==> src/design/vpd_pkg.sv <==
package vpd_pkg;

  // Header layout: 24 bytes, little endian
  localparam int unsigned HDR_BYTES = 24;
  localparam int unsigned HDR_IDX_W = 5;

  // Byte counter, saturating
  localparam int unsigned COUNT_W = 17;
  localparam logic [COUNT_W-1:0] COUNT_MAX = {COUNT_W{1'b1}};

  // Result queue
  localparam int unsigned QUEUE_DEPTH = 4;
  localparam int unsigned QPTR_W = 2;
  localparam int unsigned QCNT_W = 3;

  // Result kinds
  localparam logic KIND_PAYLOAD = 1'b0;
  localparam logic KIND_VERDICT = 1'b1;

  // Verdict status codes, in priority order after OK
  localparam logic [2:0] ST_OK        = 3'd0;
  localparam logic [2:0] ST_SHORT     = 3'd1;
  localparam logic [2:0] ST_BAD_MAGIC = 3'd2;
  localparam logic [2:0] ST_BAD_VER   = 3'd3;
  localparam logic [2:0] ST_BAD_LEN   = 3'd4;
  localparam logic [2:0] ST_SIZE_MISM = 3'd5;

  // Configuration register indexes
  localparam int unsigned REG_IDX_W = 2;
  localparam logic [REG_IDX_W-1:0] REG_MAGIC_WORD   = 2'd0;
  localparam logic [REG_IDX_W-1:0] REG_EXP_VERSION  = 2'd1;
  localparam logic [REG_IDX_W-1:0] REG_MAX_PAYLOAD  = 2'd2;

  localparam logic [31:0] MAGIC_RESET   = 32'd0;
  localparam logic [7:0]  VERSION_RESET = 8'd1;
  localparam logic [15:0] MAX_PAY_RESET = 16'd1275;

  typedef struct packed {
    logic        kind;
    logic [7:0]  payload_byte;
    logic [2:0]  status;
    logic [7:0]  flags;
    logic [15:0] payload_length;
    logic [31:0] room_id;
    logic [31:0] source_id;
    logic [31:0] sequence_number;
    logic [31:0] time_stamp;
    logic        end_of_run;
  } result_t;

endpackage

==> src/design/voice_packet_deframer_unit.sv <==
// Voice packet deframer. Takes a packet one byte per word on the input channel,
// with end_of_packet set on its last byte. The first 24 bytes are a
// little-endian header (magic, version, flags, payload length, room, sender,
// sequence, timestamp); every later byte comes out as a payload result
// (result_kind 0). The last byte also yields one verdict result (result_kind 1)
// carrying the header fields and a status: short, bad magic, bad version, bad
// length field, size mismatch, in that priority, or ok. When the last byte lies
// in the payload, its payload result comes first, then the verdict. Rate: one
// input byte per clock while out_ready is high. Each byte is handled in the
// cycle it is accepted and its results are registered into the queue. Results
// leave through a four-entry queue, one per clock while taken; the queue absorbs
// the extra verdict at the end of a packet, and input is held off only when it
// cannot take two more results. Configuration writes take effect at once and are
// always accepted (cfg_ready is tied high); write only between packets.
module voice_packet_deframer_unit (
  input  logic        clk,
  input  logic        rst,
  // byte input
  input  logic        in_valid,
  output logic        in_ready,
  input  logic [7:0]  data_byte,
  input  logic        end_of_packet,
  // result output
  output logic        out_valid,
  input  logic        out_ready,
  output logic        result_kind,
  output logic [7:0]  payload_byte,
  output logic [2:0]  status,
  output logic [7:0]  flags,
  output logic [15:0] payload_length,
  output logic [31:0] room_id,
  output logic [31:0] source_id,
  output logic [31:0] sequence_number,
  output logic [31:0] time_stamp,
  output logic        end_of_run,
  // configuration writes
  input  logic        cfg_valid,
  output logic        cfg_ready,
  input  logic [vpd_pkg::REG_IDX_W-1:0] cfg_index,
  input  logic [31:0] cfg_data
);

  // Configuration registers
  logic [31:0] magic_word;
  logic [7:0]  expected_version;
  logic [15:0] max_payload;

  // Packet state
  logic [vpd_pkg::COUNT_W-1:0] byte_count;
  logic [7:0] hdr [vpd_pkg::HDR_BYTES];

  // Result queue
  vpd_pkg::result_t queue [vpd_pkg::QUEUE_DEPTH];
  logic [vpd_pkg::QPTR_W-1:0] wr_ptr;
  logic [vpd_pkg::QPTR_W-1:0] rd_ptr;
  logic [vpd_pkg::QCNT_W-1:0] q_count;

  // Per-byte datapath
  logic                        in_acc;
  logic                        pop;
  logic                        in_header;
  logic [vpd_pkg::COUNT_W-1:0] count_inc;
  logic [7:0]                  hdr_next [vpd_pkg::HDR_BYTES];
  logic [31:0]                 magic_next;
  logic [15:0]                 length_next;
  logic [2:0]                  verdict_status;
  vpd_pkg::result_t            payload_res;
  vpd_pkg::result_t            verdict_res;
  vpd_pkg::result_t            first_res;
  logic [vpd_pkg::QCNT_W-1:0]  n_results;

  assign cfg_ready = 1'b1;

  always_ff @(posedge clk) begin
    if (rst) begin
      magic_word       <= vpd_pkg::MAGIC_RESET;
      expected_version <= vpd_pkg::VERSION_RESET;
      max_payload      <= vpd_pkg::MAX_PAY_RESET;
    end else if (cfg_valid && cfg_ready) begin
      unique case (cfg_index)
        vpd_pkg::REG_MAGIC_WORD:  magic_word       <= cfg_data;
        vpd_pkg::REG_EXP_VERSION: expected_version <= cfg_data[7:0];
        vpd_pkg::REG_MAX_PAYLOAD: max_payload      <= cfg_data[15:0];
        default: ;  // unknown index: drop the write
      endcase
    end
  end

  // Queue handshake: pop the head when taken; take a byte only when two
  // results still fit after this cycle's pop.
  assign out_valid = (q_count != '0);
  assign pop       = out_valid && out_ready;
  assign in_ready  = (q_count < vpd_pkg::QCNT_W'(vpd_pkg::QUEUE_DEPTH - 1)) ||
                     ((q_count == vpd_pkg::QCNT_W'(vpd_pkg::QUEUE_DEPTH - 1)) && out_ready);
  assign in_acc    = in_valid && in_ready;

  assign in_header = (byte_count < vpd_pkg::COUNT_W'(vpd_pkg::HDR_BYTES));
  assign count_inc = (byte_count == vpd_pkg::COUNT_MAX) ? byte_count
                                                        : byte_count + 1'b1;

  // Header bytes as they stand after this byte is taken in
  always_comb begin
    for (int k = 0; k < vpd_pkg::HDR_BYTES; k++) begin
      hdr_next[k] = (in_header && byte_count[vpd_pkg::HDR_IDX_W-1:0] ==
                     vpd_pkg::HDR_IDX_W'(k)) ? data_byte : hdr[k];
    end
  end

  assign magic_next  = {hdr_next[3], hdr_next[2], hdr_next[1], hdr_next[0]};
  assign length_next = {hdr_next[7], hdr_next[6]};

  // Verdict checks in priority order; a saturated count never matches
  always_comb begin
    if (count_inc < vpd_pkg::COUNT_W'(vpd_pkg::HDR_BYTES)) begin
      verdict_status = vpd_pkg::ST_SHORT;
    end else if (magic_next != magic_word) begin
      verdict_status = vpd_pkg::ST_BAD_MAGIC;
    end else if (hdr_next[4] != expected_version) begin
      verdict_status = vpd_pkg::ST_BAD_VER;
    end else if (length_next == '0 || length_next > max_payload) begin
      verdict_status = vpd_pkg::ST_BAD_LEN;
    end else if (count_inc != vpd_pkg::COUNT_W'(vpd_pkg::HDR_BYTES) +
                              vpd_pkg::COUNT_W'(length_next)) begin
      verdict_status = vpd_pkg::ST_SIZE_MISM;
    end else begin
      verdict_status = vpd_pkg::ST_OK;
    end
  end

  always_comb begin
    payload_res              = '0;
    payload_res.kind         = vpd_pkg::KIND_PAYLOAD;
    payload_res.payload_byte = data_byte;
    payload_res.end_of_run   = !end_of_packet;

    verdict_res                 = '0;
    verdict_res.kind            = vpd_pkg::KIND_VERDICT;
    verdict_res.status          = verdict_status;
    verdict_res.flags           = hdr_next[5];
    verdict_res.payload_length  = length_next;
    verdict_res.room_id         = {hdr_next[11], hdr_next[10], hdr_next[9], hdr_next[8]};
    verdict_res.source_id       = {hdr_next[15], hdr_next[14], hdr_next[13], hdr_next[12]};
    verdict_res.sequence_number = {hdr_next[19], hdr_next[18], hdr_next[17], hdr_next[16]};
    verdict_res.time_stamp      = {hdr_next[23], hdr_next[22], hdr_next[21], hdr_next[20]};
    verdict_res.end_of_run      = 1'b1;

    first_res = in_header ? verdict_res : payload_res;
    n_results = vpd_pkg::QCNT_W'(!in_header) + vpd_pkg::QCNT_W'(end_of_packet);
  end

  // Packet state: advance on every byte, clear after the verdict
  always_ff @(posedge clk) begin
    if (rst) begin
      byte_count <= '0;
      for (int k = 0; k < vpd_pkg::HDR_BYTES; k++) begin
        hdr[k] <= '0;
      end
    end else if (in_acc) begin
      if (end_of_packet) begin
        byte_count <= '0;
        for (int k = 0; k < vpd_pkg::HDR_BYTES; k++) begin
          hdr[k] <= '0;
        end
      end else begin
        byte_count <= count_inc;
        for (int k = 0; k < vpd_pkg::HDR_BYTES; k++) begin
          hdr[k] <= hdr_next[k];
        end
      end
    end
  end

  // Queue storage: the payload result (or lone verdict) goes first, the
  // trailing verdict into the following slot
  always_ff @(posedge clk) begin
    if (in_acc && n_results != '0) begin
      queue[wr_ptr] <= first_res;
      if (n_results == vpd_pkg::QCNT_W'(2)) begin
        queue[wr_ptr + 1'b1] <= verdict_res;
      end
    end
  end

  always_ff @(posedge clk) begin
    if (rst) begin
      wr_ptr  <= '0;
      rd_ptr  <= '0;
      q_count <= '0;
    end else begin
      if (in_acc) begin
        wr_ptr <= wr_ptr + n_results[vpd_pkg::QPTR_W-1:0];
      end
      if (pop) begin
        rd_ptr <= rd_ptr + 1'b1;
      end
      q_count <= q_count + (in_acc ? n_results : '0) - vpd_pkg::QCNT_W'(pop);
    end
  end

  assign result_kind     = queue[rd_ptr].kind;
  assign payload_byte    = queue[rd_ptr].payload_byte;
  assign status          = queue[rd_ptr].status;
  assign flags           = queue[rd_ptr].flags;
  assign payload_length  = queue[rd_ptr].payload_length;
  assign room_id         = queue[rd_ptr].room_id;
  assign source_id       = queue[rd_ptr].source_id;
  assign sequence_number = queue[rd_ptr].sequence_number;
  assign time_stamp      = queue[rd_ptr].time_stamp;
  assign end_of_run      = queue[rd_ptr].end_of_run;

  // Checks
  a_queue_bound: assert property (@(posedge clk) disable iff (rst)
    q_count <= vpd_pkg::QCNT_W'(vpd_pkg::QUEUE_DEPTH))
    else $error("result queue overflow");

  a_eop_clears: assert property (@(posedge clk) disable iff (rst)
    in_acc && end_of_packet |=> byte_count == '0)
    else $error("byte count not cleared after last byte");

  a_count_step: assert property (@(posedge clk) disable iff (rst)
    in_acc && !end_of_packet && in_header |=> byte_count == $past(byte_count) + 1'b1)
    else $error("byte count failed to advance in header");

  a_verdict_ends_run: assert property (@(posedge clk) disable iff (rst)
    out_valid && result_kind == vpd_pkg::KIND_VERDICT |-> end_of_run)
    else $error("verdict without end of run");

endmodule
==> config.mk <==
export PLATFORM = sky130hd
export DESIGN_NAME = voice_packet_deframer_unit
export DESIGN_NICKNAME = d
export VERILOG_FILES = /design/src/design/vpd_pkg.sv /design/src/design/voice_packet_deframer_unit.sv
export SDC_FILE = /design/constraint.sdc
export NUM_CORES = 1
export LEC_CHECK = 0
export BUFFER_PORTS_ARGS = -buffer_cell sky130_fd_sc_hd__buf_2
export CELL_PAD_IN_SITES_DETAIL_PLACEMENT = 1
export CELL_PAD_IN_SITES_GLOBAL_PLACEMENT = 1
export CORE_MARGIN = 4
export CORE_UTILIZATION = 51
export DETAILED_ROUTE_END_ITERATION = 8
export PLACE_DENSITY = 0.76
export SKIP_CTS_REPAIR_TIMING = 1
export SLEW_MARGIN = 10
export SYNTH_ARGS = -nofsm -noshare
export SYNTH_HDL_FRONTEND = slang
export SYNTH_SLANG_ARGS = --single-unit
==> constraint.sdc <==
create_clock -name clk -period 19.6 [get_ports clk]
set_clock_uncertainty 0.15 [all_clocks]
set_input_delay 0.98 -clock clk [delete_from_list [all_inputs] [get_ports clk]]
set_output_delay 0.98 -clock clk [all_outputs]
set_load 0.01 [all_outputs]
==> results.yml <==
run_status:
  status: "complete, no violations"
drt:
  wl_per_cell_um: 27.2
  wl_um: 123000
  wl_met1_um: 49500
  dr.pass1.iters: 5
  drc: 0
  highest_layer: "met5"
  drt_iter0_drc: 2541
  routed_via_density: 6.08
  dr_wl_met2_um: 61000
  detail-route-antenna-nets: 0
  wl_met3_um: 8250
  vias: 27500
synth:
  synth.net_count: 3319
  synth.area.top_cells: "edfxtp_1 59%, mux4_2 9.0%, nor2_1 8.7%"
  ys_ff_latch: 934
  netlist_instances: 3241
  yosys.area_share.simple: 0.135
  synth-xor-area-share: 0.0127
  synth_most_common_cell: "nor2_1"
  syn_area_per_cell_um2: 12.8
  yosysTopAreaCell: "edfxtp_1"
  synth_edf_count: 812
  ys_seq_area_frac: 0.647
  synthAdderAreaFrac: 0.00923
  async_reset_ff_frac: 0
  synth_compound_area_frac: 0.0407
  synth_common_cells: "957 x nor2_1, 812 x edfxtp_1, 192 x nand2_1, 170 x clkbuf_1, 165 x mux4_2"
  yosys.area.top_type_share: 0.588
  synth_ff_type: "edfxtp_1"
  synth_top_family_by_area: "simple AND/OR/NAND/NOR gates"
  yosysWarnings: 0
  ys_types: 84
  yosys-mux-area-fraction: 0.128
  syn_area_mm2: 0.0415
timing:
  setup_viol: 0
  slew_violations: 0
  grt_setup_unrepaired: "false"
  post-route-period-util: 0.321
  finalSetupTns_ns: 0
  tightest_slew_ns: 1.28
  hold_violations: 0
  fmax_mhz: 159
  setup_ws_ns: 13.31
  post-route-min-period_ns: 6.29
  fin_hold_ws_ns: 0.297
  slew_headroom: 0.146
place:
  post_dp_cell_area_mm2: 0.0435
  dp_slack_ns: 13.35
  dp_hpwl_um: 73100
  dp_cells: 4346
  gp_congestion: 0.866
  portBuffers: 214
critical_path:
  r2r_cells: 12
  cp-start-kind: "flop"
  crit_path_frequent_cell: "nor2_1"
  path_max_fanout: 72
  slowest_stage: "buf_4"
  arrival_ns: 6.48
  max_stage_delay_ns: 0.88
  end_kind: "flop"
  worstSetupPathDepth: 12
  critical_path_class: "reg2reg"
  crit_family: "simple AND/OR/NAND/NOR gates"
  crit_buf_inv: 3
  crit_required_ns: 19.80
  critical_path.cell_chain: "nor4_4 > and2_1 > nand3_1 > clkinv_1 > ha_1 > nor2_1 > nand3_1 > nor2_1 > a21oi_4 > buf_4 > buf_4 > nor2_1"
power:
  vdd_drop_max_v: 0.0000728
  p_total_mw: 5.17
  p_per_area_mw_per_mm2: 111
  total_leakage_power_nw: 16.7
floorplan:
  rows: 104
  coreArea_mm2: 0.0805
  die_height_um: 293
  initial_core_util: 0.515
  io-pin-count: 216
  die_area_mm2: 0.0859
  die_w_um: 293
cells_and_area:
  seqCellArea_mm2: 0.0268
  multi_input_area_mm2: 0.0136
  fin_util: 0.579
  nets: 3465
  num-fill-cells: 7929
  antennaDiodeCount: 0
  area_growth_pct: 12.4
  final_cells: 4527
  final_cell_area_mm2: 0.0466
  drive_above_1_share: 0.179
global_routing:
  grt_pass1_wl_um: 185000
  grt_max_degree: 143
  grt_antenna_before_repair: 5
  grt_pass1_vias: 29400
  grt_overflow: 0
  grt_usage: 0.285
clock_network:
  clockBufferDepth: 3
  cts.clk_slew.worst_paths_ns: 0.06
  clock_sinks: 934
  clockRootBuffer: "clkbuf_16"
  cts_tree: "built"
  cts_max_level: 3
  clk_latency_ns: 0.65
  cts_buffers: 99
min_path:
  hp-class: "reg2reg"
  hold_depth: 2
run:
  drv_cap: 0
## worst paths after layout
| check | startpoint | endpoint | slack, ns |
|---|---|---|---|
| worst max-delay path | byte_count[6] | queue[0][34] | 13.31 |
| worst min-delay path | queue[0][164] | queue[0][164] | 0.30 |
| worst max register to register | byte_count[6] | queue[0][34] | 13.31 |
| worst min register to register | queue[0][164] | queue[0][164] | 0.30 |
## layer usage
metal  vias up  GRT usage
li1      12000          -
met1     14200      0.377
met2      1083      0.481
met3       264     0.0460
met4         4      0.101
met5         -          0
## state kept, by name (all words and copies together) (netlist names), named ones only
name / cells
max_payload: 16
byte_count: 17
queue: 660
hdr: 192
expected_version: 8
wr_ptr: 2
q_count: 3
magic_word: 32
rd_ptr: 2
## cells in the final DEF, fill, tap and decap left out, drive strengths merged, types with 11 or more instances in the layout
cell type | Yosys | routed
a21oi | 161 | 161
xor2 | 22 | 22
nor3 | 23 | 23
clkbuf | 170 | 142
edfxtp | 812 | 812
ha | 29 | 29
dfxtp | 122 | 122
nand2b | 11 | 11
o21ai | 50 | 50
mux2i | 150 | 150
nor4 | 20 | 20
clkinv | 1 | 31
nand4 | 24 | 24
nand2 | 193 | 193
nor2 | 958 | 958
mux4 | 165 | 165
buf | 44 | 259
xnor2 | 35 | 35
inv | 60 | 64
nand3 | 27 | 27
## where the power goes
group	total (mW)	switching, mW	internal, mW
logic	0.966	0.586	0.379
clock network	1.84	0.780	1.06
registers	2.37	0.0793	2.29
## worst min-delay path, cell delays in order, from the launching register on
cell	delay [ns]
dfxtp_1	0.31
nand2_1	0.05
nand2_1	0.04
## logic make-up after synthesis
kind of cell               after synthesis
adders and majority gates               30
muxes                                  321
other                                    1
DFF                                    934
and+or+nand+nor                       1336
AOI/OAI and AO/OA                      287
buffers and inverters                  275
xor gates and xnor gates                57
## layout make-up
class | count | share of cell area
sequential | 934 | 0.576
multi-input combinational | 2032 | 0.292
clock buffer | 142 | 0.0606
timing repair buffer | 259 | 0.0308
tap | 1060 | 0.0284
clock inverter | 39 | 0.00722
inverter | 61 | 0.00507
(Power assumes the default switching activity.)
